## config.mk

```make
export PLATFORM = sky130hd
export DESIGN_NAME = serial_mouse_port_emulation_core
export DESIGN_NICKNAME = d
export VERILOG_FILES = /design/src/hw/rtl/smpe_pkg.sv /design/src/hw/rtl/smpe_fifo_cell.sv /design/src/hw/rtl/smpe_out_buf.sv /design/src/hw/rtl/serial_mouse_port_emulation_core.sv
export SDC_FILE = /design/constraint.sdc
export NUM_CORES = 1
export LEC_CHECK = 0
export ABC_AREA = 1
export BUFFER_PORTS_ARGS = -buffer_cell sky130_fd_sc_hd__buf_4
export CORE_MARGIN = 2
export CORE_UTILIZATION = 45
export DETAILED_ROUTE_END_ITERATION = 7
export SETUP_SLACK_MARGIN = 0.05
export SYNTH_ARGS = -nofsm -noshare
export SYNTH_HDL_FRONTEND = slang
export SYNTH_SLANG_ARGS = --single-unit
```

## constraint.sdc

```tcl
create_clock -name clk_i -period 3.05 [get_ports clk_i]
set_clock_uncertainty 0.05 [all_clocks]
set_input_delay 0.7625 -clock clk_i [delete_from_list [all_inputs] [get_ports clk_i]]
set_output_delay 0.7625 -clock clk_i [all_outputs]
set_load 0.03 [all_outputs]
```

## src/hw/rtl/smpe_pkg.sv

```systemverilog
// Package for the serial mouse port emulation core.
// Beat types, command and port codes, shared constants and the FIFO cell control word.
// No dependencies.
package smpe_pkg;

  parameter int unsigned FIFO_DEPTH_DEF = 16;

  typedef enum logic [1:0] {
    CMD_WRITE = 2'd0,
    CMD_READ  = 2'd1,
    CMD_EVENT = 2'd2,
    CMD_NONE  = 2'd3
  } cmd_e;

  localparam logic [2:0] PORT_DATA   = 3'd0;
  localparam logic [2:0] PORT_MODE   = 3'd4;
  localparam logic [2:0] PORT_STATUS = 3'd5;

  localparam logic [7:0] ID_BYTE     = 8'h4D;
  localparam int unsigned ID_COUNT   = 6;
  localparam logic [7:0] PKT_BASE    = 8'h40;
  localparam logic [7:0] STATUS_BYTE = 8'h01;
  localparam int unsigned PKT_LEN    = 3;

  typedef struct packed {
    cmd_e              command;
    logic [2:0]        port;
    logic [7:0]        write_data;
    logic [1:0]        buttons;
    logic signed [7:0] x_move;
    logic signed [7:0] y_move;
  } in_beat_t;

  typedef struct packed {
    logic [7:0] read_data;
    logic       irq_request;
  } out_beat_t;

  // control broadcast to every FIFO cell
  typedef struct packed {
    logic       pop;
    logic       load_id;
    logic       push;
    logic [7:0] pkt0;
    logic [7:0] pkt1;
    logic [7:0] pkt2;
  } cell_ctrl_t;

endpackage

```

## src/hw/rtl/smpe_fifo_cell.sv

```systemverilog
// One entry of the shifting receive FIFO.
// Takes its neighbor's byte on a pop, an ID byte on a mode toggle, a packet byte on a push.
// Depends on smpe_pkg.
module smpe_fifo_cell #(
  parameter int unsigned INDEX = 0,
  parameter int unsigned CW    = 5
) (
  input  logic                  clk_i,
  input  logic                  rst_ni,
  input  smpe_pkg::cell_ctrl_t  ctrl_i,
  input  logic [CW-1:0]         count_i,
  input  logic [7:0]            next_i,
  output logic [7:0]            data_o
);

  localparam logic [CW-1:0] Idx = CW'(INDEX);

  logic [7:0]    data_q, data_d;
  logic [CW-1:0] offset;

  assign offset = Idx - count_i;

  always_comb begin
    data_d = data_q;
    if (ctrl_i.pop) begin
      data_d = next_i;
    end else if (ctrl_i.load_id) begin
      if (INDEX < smpe_pkg::ID_COUNT) data_d = smpe_pkg::ID_BYTE;
    end else if (ctrl_i.push && (count_i <= Idx)) begin
      case (offset)
        CW'(0):  data_d = ctrl_i.pkt0;
        CW'(1):  data_d = ctrl_i.pkt1;
        CW'(2):  data_d = ctrl_i.pkt2;
        default: data_d = data_q;
      endcase
    end
  end

  always_ff @(posedge clk_i or negedge rst_ni) begin
    if (!rst_ni) begin
      data_q <= '0;
    end else begin
      data_q <= data_d;
    end
  end

  assign data_o = data_q;

endmodule

```

## src/hw/rtl/smpe_out_buf.sv

```systemverilog
// Two-entry result buffer between the core and the output channel.
// Stalls the input only when both entries hold undelivered beats.
// Depends on smpe_pkg.
module smpe_out_buf (
  input  logic                 clk_i,
  input  logic                 rst_ni,
  input  logic                 push_i,
  input  smpe_pkg::out_beat_t  beat_i,
  output logic                 full_o,
  output logic                 out_valid_o,
  input  logic                 out_stall_i,
  output smpe_pkg::out_beat_t  out_beat_o
);

  logic                v0_q, v1_q;
  smpe_pkg::out_beat_t s0_q, s1_q;
  logic                pop;

  assign pop = v0_q && !out_stall_i;

  always_ff @(posedge clk_i or negedge rst_ni) begin
    if (!rst_ni) begin
      v0_q <= 1'b0;
      v1_q <= 1'b0;
    end else begin
      if (pop) begin
        if (v1_q) begin
          v0_q <= 1'b1;
          v1_q <= push_i;
        end else begin
          v0_q <= push_i;
        end
      end else if (push_i) begin
        if (v0_q) v1_q <= 1'b1;
        else      v0_q <= 1'b1;
      end
    end
  end

  always_ff @(posedge clk_i) begin
    if (pop) begin
      if (v1_q) begin
        s0_q <= s1_q;
        if (push_i) s1_q <= beat_i;
      end else if (push_i) begin
        s0_q <= beat_i;
      end
    end else if (push_i) begin
      if (v0_q) s1_q <= beat_i;
      else      s0_q <= beat_i;
    end
  end

  assign full_o      = v1_q;
  assign out_valid_o = v0_q;
  assign out_beat_o  = s0_q;

endmodule

```

## src/hw/rtl/serial_mouse_port_emulation_core.sv

```systemverilog
// Serial mouse port emulation core: port registers, shifting receive FIFO, result buffer.
// Depends on smpe_pkg, smpe_fifo_cell, smpe_out_buf.
//
//   channel | signals                           | beat type
//   in      | in_valid_i, in_stall_o, in_beat_i | smpe_pkg::in_beat_t
//   out     | out_valid_o, out_stall_i, out_beat_o | smpe_pkg::out_beat_t
//
// One item per cycle while in_stall_o is low; its result is queued in the result buffer.
// All state updates in the accepting cycle, so the next item sees them.
// Reset clears the port registers, every FIFO cell and the fill count.
// in_stall_o rises only when two results are waiting in the output buffer.
module serial_mouse_port_emulation_core #(
  parameter int unsigned FIFO_DEPTH = smpe_pkg::FIFO_DEPTH_DEF
) (
  input  logic                clk_i,
  input  logic                rst_ni,
  input  logic                in_valid_i,
  output logic                in_stall_o,
  input  smpe_pkg::in_beat_t  in_beat_i,
  output logic                out_valid_o,
  input  logic                out_stall_i,
  output smpe_pkg::out_beat_t out_beat_o
);

  localparam int unsigned CW = $clog2(FIFO_DEPTH + 1);

  logic [7:0]          regs_q [8];
  logic [7:0]          fifo_data [FIFO_DEPTH];
  logic [CW-1:0]       count_q, count_d;
  logic                acc, toggle, pop, evt, full;
  logic [7:0]          old_reg;
  logic [CW:0]         count_ext;
  smpe_pkg::cell_ctrl_t ctrl;
  smpe_pkg::out_beat_t res;

  assign acc     = in_valid_i && !in_stall_o;
  assign old_reg = regs_q[in_beat_i.port];
  assign toggle  = acc && (in_beat_i.command == smpe_pkg::CMD_WRITE)
                   && (in_beat_i.port == smpe_pkg::PORT_MODE)
                   && (in_beat_i.write_data[0] ^ old_reg[0]);
  assign pop     = acc && (in_beat_i.command == smpe_pkg::CMD_READ)
                   && (in_beat_i.port == smpe_pkg::PORT_DATA);
  assign evt     = acc && (in_beat_i.command == smpe_pkg::CMD_EVENT);

  always_comb begin
    ctrl.pop     = pop;
    ctrl.load_id = toggle;
    ctrl.push    = evt;
    ctrl.pkt0    = smpe_pkg::PKT_BASE | {2'b00, in_beat_i.buttons, 4'b0000}
                   | {4'b0000, {2{in_beat_i.y_move[7]}}, {2{in_beat_i.x_move[7]}}};
    ctrl.pkt1    = {2'b00, in_beat_i.x_move[5:0]};
    ctrl.pkt2    = {2'b00, in_beat_i.y_move[5:0]};
  end

  for (genvar i = 0; i < FIFO_DEPTH; i++) begin : g_cell
    logic [7:0] nxt;
    if (i == FIFO_DEPTH - 1) begin : g_last
      assign nxt = fifo_data[i];
    end else begin : g_mid
      assign nxt = fifo_data[i+1];
    end
    smpe_fifo_cell #(
      .INDEX (i),
      .CW    (CW)
    ) u_cell (
      .clk_i   (clk_i),
      .rst_ni  (rst_ni),
      .ctrl_i  (ctrl),
      .count_i (count_q),
      .next_i  (nxt),
      .data_o  (fifo_data[i])
    );
  end

  assign count_ext = {1'b0, count_q} + (CW+1)'(smpe_pkg::PKT_LEN);

  always_comb begin
    count_d = count_q;
    if (toggle) begin
      count_d = CW'(smpe_pkg::ID_COUNT);
    end else if (evt) begin
      count_d = (count_ext > (CW+1)'(FIFO_DEPTH)) ? CW'(FIFO_DEPTH) : count_ext[CW-1:0];
    end else if (pop && (count_q != '0)) begin
      count_d = count_q - CW'(1);
    end
  end

  always_comb begin
    res.read_data   = '0;
    res.irq_request = 1'b0;
    unique case (in_beat_i.command)
      smpe_pkg::CMD_WRITE: res.irq_request = toggle;
      smpe_pkg::CMD_READ: begin
        if (in_beat_i.port == smpe_pkg::PORT_DATA) begin
          res.read_data   = fifo_data[0];
          res.irq_request = count_q > CW'(1);
        end else if (in_beat_i.port == smpe_pkg::PORT_STATUS) begin
          res.read_data = smpe_pkg::STATUS_BYTE;
        end else begin
          res.read_data = old_reg;
        end
      end
      smpe_pkg::CMD_EVENT: res.irq_request = (count_q == '0);
      default: ;
    endcase
  end

  always_ff @(posedge clk_i or negedge rst_ni) begin
    if (!rst_ni) begin
      count_q <= '0;
      for (int k = 0; k < 8; k++) regs_q[k] <= '0;
    end else begin
      count_q <= count_d;
      if (acc && (in_beat_i.command == smpe_pkg::CMD_WRITE)) begin
        regs_q[in_beat_i.port] <= in_beat_i.write_data;
      end else if (pop) begin
        regs_q[smpe_pkg::PORT_MODE] <= {7'b0000000, ~regs_q[smpe_pkg::PORT_MODE][0]};
      end
    end
  end

  smpe_out_buf u_out (
    .clk_i       (clk_i),
    .rst_ni      (rst_ni),
    .push_i      (acc),
    .beat_i      (res),
    .full_o      (full),
    .out_valid_o (out_valid_o),
    .out_stall_i (out_stall_i),
    .out_beat_o  (out_beat_o)
  );

  assign in_stall_o = full;

endmodule

```

==> summary.md <==
| Metric | Value |
|---|---|
| Cell area power density | `856 nW/um^2` |
| Clk root buf | `clkbuf_16` |
| Fin nets | `1861` |
| Clock Path Buffers | `2` |
| PortBufs | `43` |
| Fillcell total | `approximately 2800` |
| TNS Setup | `0 ps` |
| CORE AREA | `between 20000 and 30000 sq um` |
| Syn Nets | `1833` |
| FMAX | `365 MHz` |
| Clk sink count | `between 150 and 200` |
| Sw Pwr | `5290 uW` |
| Iter 0 DRT Violations | `1107` |
| Sequential area share after synthesis | `between 30% and 40%` |
| Final setup vio count | `0` |
| Syn. warnings | `0` |
| Initial DRT Pass Iterations | `6` |
| GRT Util Overall | `~28%` |
| Avg WL per Cell | `18.4 um` |
| Post-CTS sizing | `0` |
| Static Leak | `0.00706 uW` |
| Status | `finished clean` |
| Clk pwr share | `20.0%` |
| Cell count after synthesis | `1781` |
| FF+latch count, synth | `187` |
| CP Capture Type | `flip-flop` |
| Largest net degree at the start of global routing | `71` |
| Crit path max fanout | `10` |
| Critical Path AT | `3020 ps` |
| CTS tree | `built` |
| Site row count | `60` |
| Switching Share | `45.1%` |
| Unrepaired setup endpoints after global routing | `no` |
| Die Height | `170 um` |
| Worst reg2reg path depth | `11` |
| HP Class | `input pin to asynchronous set/reset pin` |
| Most frequent cells in the layout | `nand2_1, nand3_1, dfrtp_1` |
| Min Tclk post-route | `2740 ps` |
| Dpl hpwl | `28.1 mm` |
| Req. time, crit path | `3330 ps` |
| Total number of vias | `around 12000` |
| Most common cell after layout, fill and taps aside | `nand2_1` |
| Post-route ant nets | `0` |
| Total chip power | `between 10000 and 15000 uW` |
| Worst IR Drop VDD | `about 430 uV` |
| Slew HR | `51.5%` |
| Critical path class | `flip-flop to flip-flop` |
| Gate power share | `between 40% and 50%` |
| Mapped Area | `12400 sq um` |
| Max cap viols | `0` |
| Worst-Margin Slew | `between 700 and 800 ps` |
| Vias per cell | `5.52` |
| Clock Latency Late Sink | `450 ps` |
| Sequential power share | `33.9%` |
| Share of post-route cells with drive strength above 1 | `between 10% and 20%` |
| Setup Buffers After CTS | `0` |
| Avg Cell Area, Syn | `between 6 and 7 sq um` |
| Area growth, synth to finish | `10.9%` |
| First-pass GRT wire length | `62.9 mm` |
| Post-Route WL | `39.7 mm` |
| H-Tree Depth | `4` |
| Number of global-route vias before repair | `11500` |
| Starting Density | `45.9%` |
| Synth cell types | `50` |
| Die area | `28800 sq um` |
| Die width | `~170 um` |
| Routability cong. | `0.957` |
| P_int | `roughly 6500 uW` |
| Grt total ovfl | `0` |
| Final hold viol count | `0` |
| Final period util | `89.7%` |
| Initial antenna violation count | `0` |
| Worst hold margin | `around 220 ps` |
| Total CTS buffers | `17` |
| Num ports | `46` |
| Startpoint types | `flip-flop` |
| Worst-path clk slew | `80 ps` |
| DRC Markers | `0` |
| # diodes | `0` |
| Slew Limit Fails | `0` |
| Hold Buf Count CTS | `0` |
-- power groups by stage --
stage | Clock [uW] | Sequential [uW] | Combinational [uW]
finish | 2350 | 3980 | 5410
global route | 2480 | 4090 | 6050
CTS | 2400 | 3970 | 5340
detailed placement | 0 | 4010 | 5310
global placement | 0 | 3990 | 5250
floorplan | 0 | 3970 | 3690
-- metal layers --
layer  track usage (%)  vias to the layer above  part of all wire, %
met3              4.77                       93                  7.2
met5                 0                        -                    0
met2              45.4                      459                   45
li1                  -                     5900                    -
met1              38.5                     5483                   44
met4              10.2                        0                  3.4
-- flip-flops by register name (all words and copies together) (netlist names) --
signal                flops
u_out.full_o              1
u_out.out_beat_o          9
g_cell.u_cell.data_o    112
regs_q                   50
u_out.out_valid_o         1
count_q                   5
u_out.s1_q                9
-- metrics by stage --
stage | instances | worst slack [ps] | area [sq um] | util [%]
after floorplan | 1781 | 629 | 12400 | -
after global placement | 2131 | 251 | 13100 | 48.7
after detailed placement | 2131 | 182 | 13100 | 48.7
after CTS | 2163 | 337 | 13700 | 50.9
after global routing | 2163 | 91.4 | 13700 | 50.9
final | 2163 | 314 | 13700 | 50.9
-- synthesized netlist by cell type (all sizes together) --
| cell | instances | share of area [%] |
|---|---|---|
| o221ai | 6 | 0.42 |
| o21a | 2 | 0.12 |
| ha | 17 | 1.7 |
| o31ai | 2 | 0.12 |
| and2 | 1 | 0.051 |
| o22ai | 26 | 1.3 |
| a22o | 13 | 0.92 |
| edfxtp | 18 | 4.4 |
| clkinv | 2 | 0.081 |
| a21boi | 2 | 0.12 |
| nor3 | 13 | 0.57 |
| o311ai | 1 | 0.13 |
| o21bai | 2 | 0.12 |
| a21oi | 43 | 1.8 |
| buf | 53 | 2.8 |
| clkbuf | 30 | 0.91 |
| dfrtp | 169 | 34 |
| nor2 | 129 | 4.6 |
| xor2 | 4 | 0.28 |
| a31oi | 9 | 0.63 |
| a221oi | 4 | 0.28 |
| o2111ai | 4 | 0.28 |
| nand3b | 2 | 0.15 |
| nand2 | 684 | 21 |
| nand3 | 221 | 10 |
| o21ai | 120 | 4.9 |
| o211ai | 20 | 1.2 |
| or2 | 33 | 1.7 |
| nand4 | 23 | 1.2 |
| inv | 128 | 3.9 |
-- cells by family (layout without fill, tap and decap cells) --
kind of cell | Yosys count | count (layout) | synth area share [%]
flops | 187 | 187 | 38.5
buf+inv | 213 | 254 | 7.63
fa+ha+maj | 17 | 17 | 1.72
compound gates | 254 | 254 | 12.4
xor+xnor | 4 | 4 | 0.283
simple gates | 1106 | 1106 | 39.4
-- final timing paths --
check	from	endpoint	slack (ps)
setup / recovery	count_q[2]$_DFFE_PN0P_	g_cell[6].u_cell.data_o[6]$_DFFE_PN0P_	310
hold / removal	rst_ni	g_cell[14].u_cell.data_o[6]$_DFFE_PN0P_	220
setup reg to reg	count_q[2]$_DFFE_PN0P_	g_cell[6].u_cell.data_o[6]$_DFFE_PN0P_	310
hold reg to reg	g_cell[2].u_cell.data_o[2]$_DFFE_PN0P_	g_cell[2].u_cell.data_o[2]$_DFFE_PN0P_	420
max in group asynchronous	rst_ni	g_cell[6].u_cell.data_o[1]$_DFFE_PN0P_	1960
min in group clk_i	g_cell[2].u_cell.data_o[2]$_DFFE_PN0P_	g_cell[2].u_cell.data_o[2]$_DFFE_PN0P_	420
-- cell type report --
| cell class | count | area, sq um | share of cell area (%) |
|---|---|---|---|
| Clock buffer | 18 | 433 | 3.15 |
| Sequential cell | 187 | 4770 | 34.7 |
| Timing Repair Buffer | 92 | 769 | 5.61 |
| Clock inverter | 14 | 175 | 1.28 |
| Inverter | 130 | 490 | 3.57 |
| Tap cell | 341 | 427 | 3.11 |
| Multi-Input combinational cell | 1381 | 6660 | 48.5 |
-- critical path, cell delays in order (launching register included) --
cell and delay, ps:
dfrtp_1 600, buf_4 260, ha_1 200, inv_1 90, nand2_1 60, nand2_1 50
o21ai_1 370, o211ai_1 330, a31oi_4 350, inv_2 130, nand2_1 70, o21ai_1 50
Note: power is estimated with default switching activity, not from simulation.
